**config.mk**
```make
export PLATFORM = sky130hd
export DESIGN_NAME = binary_mask_or_pyramid
export DESIGN_NICKNAME = d
export VERILOG_FILES = /design/src/hw/rtl/bmop_pkg.sv /design/src/hw/rtl/bmop_front.sv /design/src/hw/rtl/bmop_queue.sv /design/src/hw/rtl/bmop_back.sv /design/src/hw/rtl/binary_mask_or_pyramid.sv
export SDC_FILE = /design/constraint.sdc
export NUM_CORES = 2
export LEC_CHECK = 0
export ABC_CLOCK_PERIOD_IN_PS = 6910
export BUFFER_PORTS_ARGS = -buffer_cell sky130_fd_sc_hd__buf_2
export CAP_MARGIN = 20
export CORE_MARGIN = 2
export CORE_UTILIZATION = 40
export CTS_CLUSTER_DIAMETER = 200
export DETAILED_ROUTE_END_ITERATION = 7
export GPL_TIMING_DRIVEN = 0
export PLACE_DENSITY = 0.6
export SLEW_MARGIN = 20
export SYNTH_ARGS = -nofsm -noshare
export SYNTH_HDL_FRONTEND = slang
export SYNTH_SLANG_ARGS = --single-unit
```
**constraint.sdc**
```tcl
create_clock -name aclk -period 6.91 [get_ports aclk]
set_input_delay 0 -clock aclk [delete_from_list [all_inputs] [get_ports aclk]]
set_output_delay 0 -clock aclk [all_outputs]
set_load 0.02 [all_outputs]
```
**src/hw/rtl/bmop_pkg.sv**
```systemverilog
// ----------------------------------------------------------------------------
// bmop_pkg
// Shared types and constants of the binary mask OR pyramid.
// ----------------------------------------------------------------------------
package bmop_pkg;

    localparam int COL_W   = 13;  // base column, wide enough for the largest width
    localparam int ROW_W   = 16;  // base row
    localparam int LVL_N   = 5;   // output levels the hardware can hold
    localparam int LEVEL_W = 3;
    localparam int OCOL_W  = 9;
    localparam int OROW_W  = 15;

    localparam int S_TDATA_W = 8;
    localparam int M_TDATA_W = 32;

    localparam int CFG_INDEX_W = 2;
    localparam int CFG_DATA_W  = 16;

    localparam logic [CFG_INDEX_W-1:0] CFG_IMAGE_WIDTH   = 2'd0;
    localparam logic [CFG_INDEX_W-1:0] CFG_IMAGE_HEIGHT  = 2'd1;
    localparam logic [CFG_INDEX_W-1:0] CFG_LEVEL_REQUEST = 2'd2;

    localparam int QUEUE_DEPTH = 4;
    localparam int QPTR_W      = 2;

    // frame geometry as seen by the front
    typedef struct packed {
        logic [COL_W-1:0] w_m1;   // effective width minus one
        logic [ROW_W-1:0] h_m1;   // effective height minus one
        logic [2:0]       reqc;   // clamped level request
    } bmop_geom_t;

    // one classified pixel
    typedef struct packed {
        logic             pixel;
        logic [COL_W-1:0] col;
        logic [ROW_W-1:0] row;
        logic [LVL_N-1:0] touch;  // level sees the value from below
        logic [LVL_N-1:0] emit;   // level produces a result
        logic [LVL_N-1:0] wr;     // level stores the upper-row pair
        logic [LVL_N-1:0] rd;     // level merges the stored upper-row pair
    } bmop_desc_t;

endpackage

```
**src/hw/rtl/bmop_front.sv**
```systemverilog
// ----------------------------------------------------------------------------
// bmop_front
// Accepts base pixels, tracks the raster position and classifies each level.
// ----------------------------------------------------------------------------
module bmop_front import bmop_pkg::*; (
    input  logic       aclk,
    input  logic       aresetn,
    input  logic       restart,
    input  bmop_geom_t geom,
    input  logic       s_tvalid,
    output logic       s_tready,
    input  logic       pixel_in,
    input  logic       q_full,
    output logic       push,
    output bmop_desc_t push_desc
);

    logic [COL_W-1:0] col_reg;
    logic [ROW_W-1:0] row_reg;

    assign s_tready = !q_full;
    assign push     = s_tvalid && s_tready;

    always_comb begin
        logic [COL_W-1:0] cs;
        logic [COL_W-1:0] ws;
        logic [ROW_W-1:0] rs;
        logic [ROW_W-1:0] hs;
        logic             en;
        logic             col_done;
        logic             row_wr;
        logic             prev;
        prev = 1'b1;
        push_desc.pixel = pixel_in;
        push_desc.col   = col_reg;
        push_desc.row   = row_reg;
        for (int i = 0; i < LVL_N; i++) begin
            cs = col_reg >> i;
            ws = geom.w_m1 >> i;
            rs = row_reg >> i;
            hs = geom.h_m1 >> i;
            // level exists if requested and the level below is not yet 1x1
            en       = (geom.reqc > 3'(i + 1)) && ((ws != '0) || (hs != '0));
            col_done = cs[0] || (cs == ws);
            row_wr   = !rs[0] && (rs != hs);
            push_desc.touch[i] = en && prev;
            push_desc.emit[i]  = en && prev && col_done && !row_wr;
            push_desc.wr[i]    = en && prev && col_done && row_wr;
            push_desc.rd[i]    = en && prev && col_done && rs[0];
            prev = push_desc.emit[i];
        end
    end

    always_ff @(posedge aclk) begin
        if (!aresetn) begin
            col_reg <= '0;
            row_reg <= '0;
        end else if (restart) begin
            col_reg <= '0;
            row_reg <= '0;
        end else if (push) begin
            if (col_reg == geom.w_m1) begin
                col_reg <= '0;
                row_reg <= (row_reg == geom.h_m1) ? '0 : row_reg + ROW_W'(1);
            end else begin
                col_reg <= col_reg + COL_W'(1);
            end
        end
    end

endmodule

```
**src/hw/rtl/bmop_queue.sv**
```systemverilog
// ----------------------------------------------------------------------------
// bmop_queue
// Short register queue of classified pixels between front and back.
// ----------------------------------------------------------------------------
module bmop_queue import bmop_pkg::*; (
    input  logic       aclk,
    input  logic       aresetn,
    input  logic       push,
    input  bmop_desc_t push_desc,
    input  logic       pop,
    output logic       full,
    output logic       q_valid,
    output bmop_desc_t q_desc
);

    bmop_desc_t        buf_reg [QUEUE_DEPTH];
    logic [QPTR_W-1:0] wr_ptr_reg;
    logic [QPTR_W-1:0] rd_ptr_reg;
    logic [QPTR_W:0]   count_reg;

    assign full    = (count_reg == (QPTR_W + 1)'(QUEUE_DEPTH));
    assign q_valid = (count_reg != '0);
    assign q_desc  = buf_reg[rd_ptr_reg];

    always_ff @(posedge aclk) begin
        if (push) begin
            buf_reg[wr_ptr_reg] <= push_desc;
        end
    end

    always_ff @(posedge aclk) begin
        if (!aresetn) begin
            wr_ptr_reg <= '0;
            rd_ptr_reg <= '0;
            count_reg  <= '0;
        end else begin
            if (push) begin
                wr_ptr_reg <= wr_ptr_reg + QPTR_W'(1);
            end
            if (pop) begin
                rd_ptr_reg <= rd_ptr_reg + QPTR_W'(1);
            end
            if (push && !pop) begin
                count_reg <= count_reg + (QPTR_W + 1)'(1);
            end else if (pop && !push) begin
                count_reg <= count_reg - (QPTR_W + 1)'(1);
            end
        end
    end

`ifndef NO_ASSERTIONS
    ap_count_bound: assert property (@(posedge aclk) disable iff (!aresetn)
        count_reg <= (QPTR_W + 1)'(QUEUE_DEPTH))
        else $error("queue count beyond depth");
`endif

endmodule

```
**src/hw/rtl/bmop_back.sv**
```systemverilog
// ----------------------------------------------------------------------------
// bmop_back
// Runs the level cascade: row store reads, pair ORs, and result emission.
// ----------------------------------------------------------------------------
module bmop_back import bmop_pkg::*; #(
    parameter int MAX_WIDTH = 1024,
    parameter int LEVEL_CAP = 6
) (
    input  logic                 aclk,
    input  logic                 aresetn,
    input  logic                 restart,
    input  logic                 q_valid,
    input  bmop_desc_t           q_desc,
    output logic                 pop,
    output logic                 m_tvalid,
    input  logic                 m_tready,
    output logic [M_TDATA_W-1:0] m_tdata,
    output logic                 m_tlast
);

    localparam int NL = LEVEL_CAP - 1;

    logic             a_valid_reg;
    bmop_desc_t       a_desc_reg;
    logic [LVL_N-1:0] pair_reg;
    logic [LVL_N-1:0] e_mask_reg;
    logic [LVL_N-1:0] e_hit_reg;
    logic [COL_W-1:0] e_col_reg;
    logic [ROW_W-1:0] e_row_reg;

    logic [LVL_N-1:0] stored;
    logic [LVL_N-1:0] p_val;
    logic [LVL_N-1:0] hit_val;
    logic [LVL_N-1:0] e_rest;
    logic             e_free;
    logic             a_adv;
    logic [2:0]       sel;
    logic [2:0]       out_level;
    logic             out_hit;
    logic [COL_W+OCOL_W-1:0] col_sh;
    logic [ROW_W-1:0]        row_sh;

    assign e_rest   = e_mask_reg & (e_mask_reg - LVL_N'(1));
    assign m_tvalid = (e_mask_reg != '0);
    assign m_tlast  = (e_rest == '0);
    assign e_free   = !m_tvalid || (m_tready && (e_rest == '0));
    assign a_adv    = a_valid_reg && e_free;
    assign pop      = q_valid && (!a_valid_reg || e_free);

    // per-level row stores, read when an item enters stage a
    for (genvar g = 0; g < LVL_N; g++) begin : g_lvl
        if (g < NL) begin : g_mem
            localparam int DEPTH = (MAX_WIDTH + (1 << (g + 1)) - 1) >> (g + 1);
            localparam int AW    = (DEPTH > 1) ? $clog2(DEPTH) : 1;

            logic             mem [DEPTH];
            logic [COL_W-1:0] rd_sh;
            logic [COL_W-1:0] wr_sh;
            logic [AW-1:0]    rd_addr;
            logic [AW-1:0]    wr_addr;
            logic             rdq_reg;
            logic             fwd_hit_reg;
            logic             fwd_data_reg;

            assign rd_sh   = q_desc.col >> (g + 1);
            assign wr_sh   = a_desc_reg.col >> (g + 1);
            assign rd_addr = rd_sh[AW-1:0];
            assign wr_addr = wr_sh[AW-1:0];

            always_ff @(posedge aclk) begin
                if (a_adv && a_desc_reg.wr[g]) begin
                    mem[wr_addr] <= p_val[g];
                end
                if (pop) begin
                    rdq_reg      <= mem[rd_addr];
                    // same-cycle write from the item ahead wins
                    fwd_hit_reg  <= a_adv && a_desc_reg.wr[g] && (wr_addr == rd_addr);
                    fwd_data_reg <= p_val[g];
                end
            end

            assign stored[g] = fwd_hit_reg ? fwd_data_reg : rdq_reg;
        end else begin : g_none
            assign stored[g] = 1'b0;
        end
    end

    always_comb begin
        logic v;
        v = a_desc_reg.pixel;
        for (int i = 0; i < LVL_N; i++) begin
            p_val[i]   = pair_reg[i] | v;
            hit_val[i] = p_val[i] | (a_desc_reg.rd[i] & stored[i]);
            v = hit_val[i];
        end
    end

    always_ff @(posedge aclk) begin
        if (!aresetn) begin
            a_valid_reg <= 1'b0;
        end else if (pop) begin
            a_valid_reg <= 1'b1;
        end else if (a_adv) begin
            a_valid_reg <= 1'b0;
        end
    end

    always_ff @(posedge aclk) begin
        if (pop) begin
            a_desc_reg <= q_desc;
        end
    end

    always_ff @(posedge aclk) begin
        if (!aresetn) begin
            pair_reg <= '0;
        end else if (restart) begin
            pair_reg <= '0;
        end else if (a_adv) begin
            for (int i = 0; i < LVL_N; i++) begin
                if (a_desc_reg.touch[i]) begin
                    pair_reg[i] <= (a_desc_reg.emit[i] || a_desc_reg.wr[i]) ? 1'b0 : p_val[i];
                end
            end
        end
    end

    always_ff @(posedge aclk) begin
        if (!aresetn) begin
            e_mask_reg <= '0;
        end else if (a_adv) begin
            e_mask_reg <= a_desc_reg.emit;
        end else if (m_tvalid && m_tready) begin
            e_mask_reg <= e_rest;
        end
    end

    always_ff @(posedge aclk) begin
        if (a_adv) begin
            e_hit_reg <= hit_val;
            e_col_reg <= a_desc_reg.col;
            e_row_reg <= a_desc_reg.row;
        end
    end

    // lowest pending level goes out first
    always_comb begin
        sel = '0;
        for (int i = LVL_N - 1; i >= 0; i--) begin
            if (e_mask_reg[i]) begin
                sel = 3'(i);
            end
        end
    end

    assign out_level = sel + 3'd1;
    assign out_hit   = e_hit_reg[sel];
    assign col_sh    = {{OCOL_W{1'b0}}, e_col_reg} >> out_level;
    assign row_sh    = e_row_reg >> out_level;
    assign m_tdata   = {{(M_TDATA_W - LEVEL_W - OCOL_W - OROW_W - 1){1'b0}},
                        out_hit, row_sh[OROW_W-1:0], col_sh[OCOL_W-1:0], out_level};

`ifndef NO_ASSERTIONS
    ap_emit_prefix: assert property (@(posedge aclk) disable iff (!aresetn)
        a_valid_reg |-> (((a_desc_reg.emit >> 1) & ~a_desc_reg.emit) == '0))
        else $error("emit levels not contiguous from level one");

    ap_single_write: assert property (@(posedge aclk) disable iff (!aresetn)
        a_valid_reg |-> $onehot0(a_desc_reg.wr))
        else $error("more than one row store write for one pixel");

    ap_run_continues: assert property (@(posedge aclk) disable iff (!aresetn)
        (m_tvalid && m_tready && !m_tlast) |=>
            (m_tvalid && (out_level == $past(out_level) + 3'd1)))
        else $error("run of results broken before its last transfer");
`endif

endmodule

```
**src/hw/rtl/binary_mask_or_pyramid.sv**
```systemverilog
// ----------------------------------------------------------------------------
// binary_mask_or_pyramid
// Streams the coarser 2x2 OR levels of a binary mask given in raster order.
// ----------------------------------------------------------------------------
// Usage:
//   s_* takes one base pixel per transfer (s_tdata bit 0), row by row.
//   m_* gives every level pixel that the pixel completes, lowest level
//   first; m_tlast marks the final result of that pixel. Pixels that
//   complete nothing give no transfer.
//   cfg_* writes image_width (0), image_height (1), level_request (2);
//   cfg_ready is always high. A write to these restarts the frame at (0,0).
//   The user must write only while the block is idle; it is not enforced.
// Timing:
//   a pixel enters a four-entry queue, passes the row store read stage, then
//   its results sit in the output register. One pixel per cycle is taken
//   while the queue has room; a pixel with n results holds the output
//   register for n transfers, so the output port sets the rate when many
//   levels finish together.
// Reset clears position, pair state and pipeline; the row stores need no
// clearing. When m_tready is low the queue fills and s_tready falls.
// ----------------------------------------------------------------------------
module binary_mask_or_pyramid import bmop_pkg::*; #(
    parameter int MAX_WIDTH = 1024,
    parameter int LEVEL_CAP = 6
) (
    input  logic                   aclk,
    input  logic                   aresetn,
    input  logic                   s_tvalid,
    output logic                   s_tready,
    input  logic [S_TDATA_W-1:0]   s_tdata,    // [0] pixel_bit
    output logic                   m_tvalid,
    input  logic                   m_tready,
    output logic [M_TDATA_W-1:0]   m_tdata,    // [2:0] level, [11:3] column,
                                               // [26:12] row, [27] hit
    output logic                   m_tlast,
    input  logic                   cfg_valid,
    output logic                   cfg_ready,
    input  logic [CFG_INDEX_W-1:0] cfg_index,
    input  logic [CFG_DATA_W-1:0]  cfg_data
);

    logic [10:0]      width_reg;
    logic [ROW_W-1:0] height_reg;
    logic [2:0]       req_reg;

    logic             cfg_we;
    logic             restart;
    logic [13:0]      width_ext;
    logic [13:0]      w_eff_m1;
    bmop_geom_t       geom;

    logic             push;
    bmop_desc_t       push_desc;
    logic             pop;
    logic             q_full;
    logic             q_valid;
    bmop_desc_t       q_desc;

    assign cfg_ready = 1'b1;
    assign cfg_we    = cfg_valid && cfg_ready;

    always_comb begin
        unique case (cfg_index)
            CFG_IMAGE_WIDTH, CFG_IMAGE_HEIGHT, CFG_LEVEL_REQUEST: restart = cfg_we;
            default: restart = 1'b0;
        endcase
    end

    always_ff @(posedge aclk) begin
        if (!aresetn) begin
            width_reg  <= 11'd1;
            height_reg <= 16'd1;
            req_reg    <= 3'd1;
        end else if (cfg_we) begin
            unique case (cfg_index)
                CFG_IMAGE_WIDTH:   width_reg  <= cfg_data[10:0];
                CFG_IMAGE_HEIGHT:  height_reg <= cfg_data;
                CFG_LEVEL_REQUEST: req_reg    <= cfg_data[2:0];
                default: ;
            endcase
        end
    end

    // zero width counts as one, wide images clamp to the line store size
    assign width_ext = {3'b000, width_reg};
    assign w_eff_m1  = (width_ext == '0)              ? '0 :
                       (width_ext > 14'(MAX_WIDTH))   ? 14'(MAX_WIDTH - 1) :
                                                        width_ext - 14'd1;

    assign geom.w_m1 = w_eff_m1[COL_W-1:0];
    assign geom.h_m1 = (height_reg == '0) ? '0 : height_reg - ROW_W'(1);
    assign geom.reqc = (req_reg > 3'(LEVEL_CAP)) ? 3'(LEVEL_CAP) : req_reg;

    bmop_front u_front (
        .aclk      (aclk),
        .aresetn   (aresetn),
        .restart   (restart),
        .geom      (geom),
        .s_tvalid  (s_tvalid),
        .s_tready  (s_tready),
        .pixel_in  (s_tdata[0]),
        .q_full    (q_full),
        .push      (push),
        .push_desc (push_desc)
    );

    bmop_queue u_queue (
        .aclk      (aclk),
        .aresetn   (aresetn),
        .push      (push),
        .push_desc (push_desc),
        .pop       (pop),
        .full      (q_full),
        .q_valid   (q_valid),
        .q_desc    (q_desc)
    );

    bmop_back #(
        .MAX_WIDTH (MAX_WIDTH),
        .LEVEL_CAP (LEVEL_CAP)
    ) u_back (
        .aclk     (aclk),
        .aresetn  (aresetn),
        .restart  (restart),
        .q_valid  (q_valid),
        .q_desc   (q_desc),
        .pop      (pop),
        .m_tvalid (m_tvalid),
        .m_tready (m_tready),
        .m_tdata  (m_tdata),
        .m_tlast  (m_tlast)
    );

endmodule

```
==> flow_summary.yaml <==
finish:
  regArea_mm2: 0.0403
  areaGrowthSynthToFinish_pct: 14.7
  largest_register_ffs: 992
  final_nets: 4806
  multi_input_area_mm2: 0.0182
  fillCellCount: 13200
  layout_commonest_cell: "edfxtp_1"
  fin_cells: 6830
  final_cell_mix: "edfxtp_1 (1291), nor2_1 (1084), nand2_1 (429)"
  drive_gt1_share_pct: 13.2
status:
  status: "finished with violations"
  violations: "DRC"
place:
  gp_congestion: 0.898
  portBuffers: 53
  place_inst: 6495
  dp_hpwl_mm: 113
timing:
  tightest_slew_ns: 1.21
  fmax_mhz: 151
  hold_ws_ns: 0.0487
  finalHoldViolCount: 0
  finalMaxSlewViolations: 0
  rsz0062_at_grt: "false"
  slew_headroom_pct: 17.2
  fin_crit_sh_pct: 95.7
  clock-skew-final_ns: 0.0271
  min_period_ns: 6.61
  setup_violations: 0
grt:
  gr-total-overflow: 0
  grt_pass1_vias: 37900
  grt_max_degree: 86
  antenna_found_initial: 6
  grt_pass1_wl_mm: 253
  grt.total_usage_pct: 22.6
worst_setup_path:
  timing.rr.end: "u_back.g_lvl[0].g_mem.rdq_reg"
  cp-end-kind: "flip-flop"
  crit_arrival_ns: 7.04
  setup.worst_path.start_class: "flip-flop"
  worst-path-max-fanout: 13
  crit_type: "flip-flop to flip-flop"
  reg2reg_slack_ns: 0.30
  worstRegToRegCells: 16
  endpoint: "u_back.g_lvl[0].g_mem.rdq_reg"
  required_ns: 7.34
die:
  fp.dieW_um: 391
  ios: 67
  start_util_pct: 40.2
  core_mm2: 0.149
  dieArea_mm2: 0.153
  die_h_um: 391
  num_rows: 142
synth:
  synth.avg_cell_area_um2: 13.4
  synth-edff-count: 1291
  syn_inst: 4470
  synth-seq-cells: 1370
  async_flop_share_pct: 0
  synth.distinct_cells: 91
  ys_seq_area_share_pct: 67.3
  synth_warnings: 0
  synth_area_mm2: 0.0599
  synth_ff_type: "edfxtp_1"
clock_tree:
  numCtsBuffers: 146
  cts_tree: "built"
  clk_pin_slew_ns: 0.06
  clk_latency_ns: 0.79
  cts_buffer_depth: 3
  htree_num_levels: 4
  cts.sinks: 1370
  cts-root-buf: "clkbuf_16"
detailed_routing:
  vias: 39200
  dr.first_iter.drc_count: 5155
  vias_per_cell: 5.74
  wl_mm: 174
  wl_per_cell_um: 25.4
  drcViolationCount: 2
  dr.pass1.iters: 8
  ant_nets: 0
pwr:
  power.density_mw_per_mm2: 432
  power.leakage_nw: 21.3
  ir_drop_mv: 0.379
worst_hold_path:
  hold_class: "primary input to flip-flop"
flow_run:
  max-cap-violations: 0
==> routing by layer <==
| metal | vias up | track usage, % | share of wire (%) |
|---|---|---|---|
| met5 | - | 0 | 0.016 |
| met4 | 4 | 9.08 | 3.9 |
| met3 | 394 | 4.36 | 8.9 |
| met2 | 1917 | 35.8 | 47 |
| met1 | 19800 | 30.7 | 41 |
| li1 | 17100 | - | - |
==> worst min path at each step <==
stage	start	cells after the start	endpoint	slack [ns]
after floorplan	s_tdata[0]	0	u_queue.buf_reg[0][49]	0.1
after global routing	s_tdata[0]	2	u_queue.buf_reg[3][49]	0.04
after CTS	cfg_data[9]	4	width_reg[9]	0.0001
final	s_tdata[0]	2	u_queue.buf_reg[3][49]	0.05
after global placement	s_tdata[0]	1	u_queue.buf_reg[3][49]	0.22
after detailed placement	s_tdata[0]	1	u_queue.buf_reg[3][49]	0.24
==> synth_stat cells (30+ instances only) <==
cell type     n  area, um2
nand2_1     429       1610
nor3_1       42        210
o21ai_0      30        150
mux2i_1     152       1520
nand3_1     123        616
nor2b_1      49        307
buf_2        38        190
edfxtp_1   1291      38800
clkbuf_1    252        946
buf_1        41        154
a31oi_1      33        206
mux4_2      221       4980
a21oi_1      35        175
xnor2_1      46        403
inv_1        37        139
dfxtp_1      79       1580
nand4_1      38        238
nor2_1     1085       4070
==> layout make-up <==
cell class	count	area share, %
Antenna cell	4	0.0146
Buffer	338	2.00
Clock buffer	183	5.65
Clock inverter	83	1.31
Inverter	41	0.224
Multi-Input combinational cell	2723	26.4
Sequential cell	1370	58.7
Tap cell	1944	3.54
Timing Repair Buffer	144	2.12
==> power breakdown <==
part           total [mW]  internal, mW  switching, mW
combinational        10.7          3.15           7.57
sequential           11.1          10.8          0.217
clock                7.89          4.51           3.37
total                29.7          18.5           11.2
==> per-stage QoR <==
step                      setup slack [ns]  power (mW)  cell area, um2  setup TNS (ns)  utilization [%]
final                                0.296        29.7           68700               0             46.1
after detailed placement             0.222        21.7           63300               0             42.4
after global placement               -3.03        21.7           62600        -1459.10             42.0
after global routing                 0.210        30.5           68700               0             46.0
after floorplan                      0.451        17.3           59900               0                -
after CTS                            0.155        29.6           68700               0             46.0
==> what timing repair did <==
| action | CTS | global route |
|---|---|---|
| hold buffers | 66 | 0 |
| endpoints found under the hold margin | 211 | 0 |
| setup buffers | 0 | 0 |
| resized for setup | 0 | 0 |
| setup endpoints to repair | 0 | 1 |
==> critical path, stage by stage, from the launching register on <==
cell	delay, ns
dfxtp_1	0.29
buf_2	0.17
buf_1	0.36
nand2_1	0.18
o21ai_2	0.15
buf_6	0.19
inv_1	0.67
and2_1	0.22
clkbuf_1	0.58
clkbuf_1	0.85
clkbuf_1	0.75
nand3_1	0.14
o2111ai_1	0.20
nand4_1	0.22
o311ai_0	0.53
a2bb2oi_1	0.42
o41ai_2	0.27
==> kinds of logic after synthesis <==
| logic type | synth area share (%) |
|---|---|
| fa+ha+maj | 0.259 |
| simple gates | 13.6 |
| mux | 11.3 |
| xor+xnor | 0.987 |
| flops | 67.3 |
| buf+inv | 2.52 |
| other cells | 0.0125 |
| compound gates | 4.01 |
No activity file was read; power rests on OpenSTA's default activity.
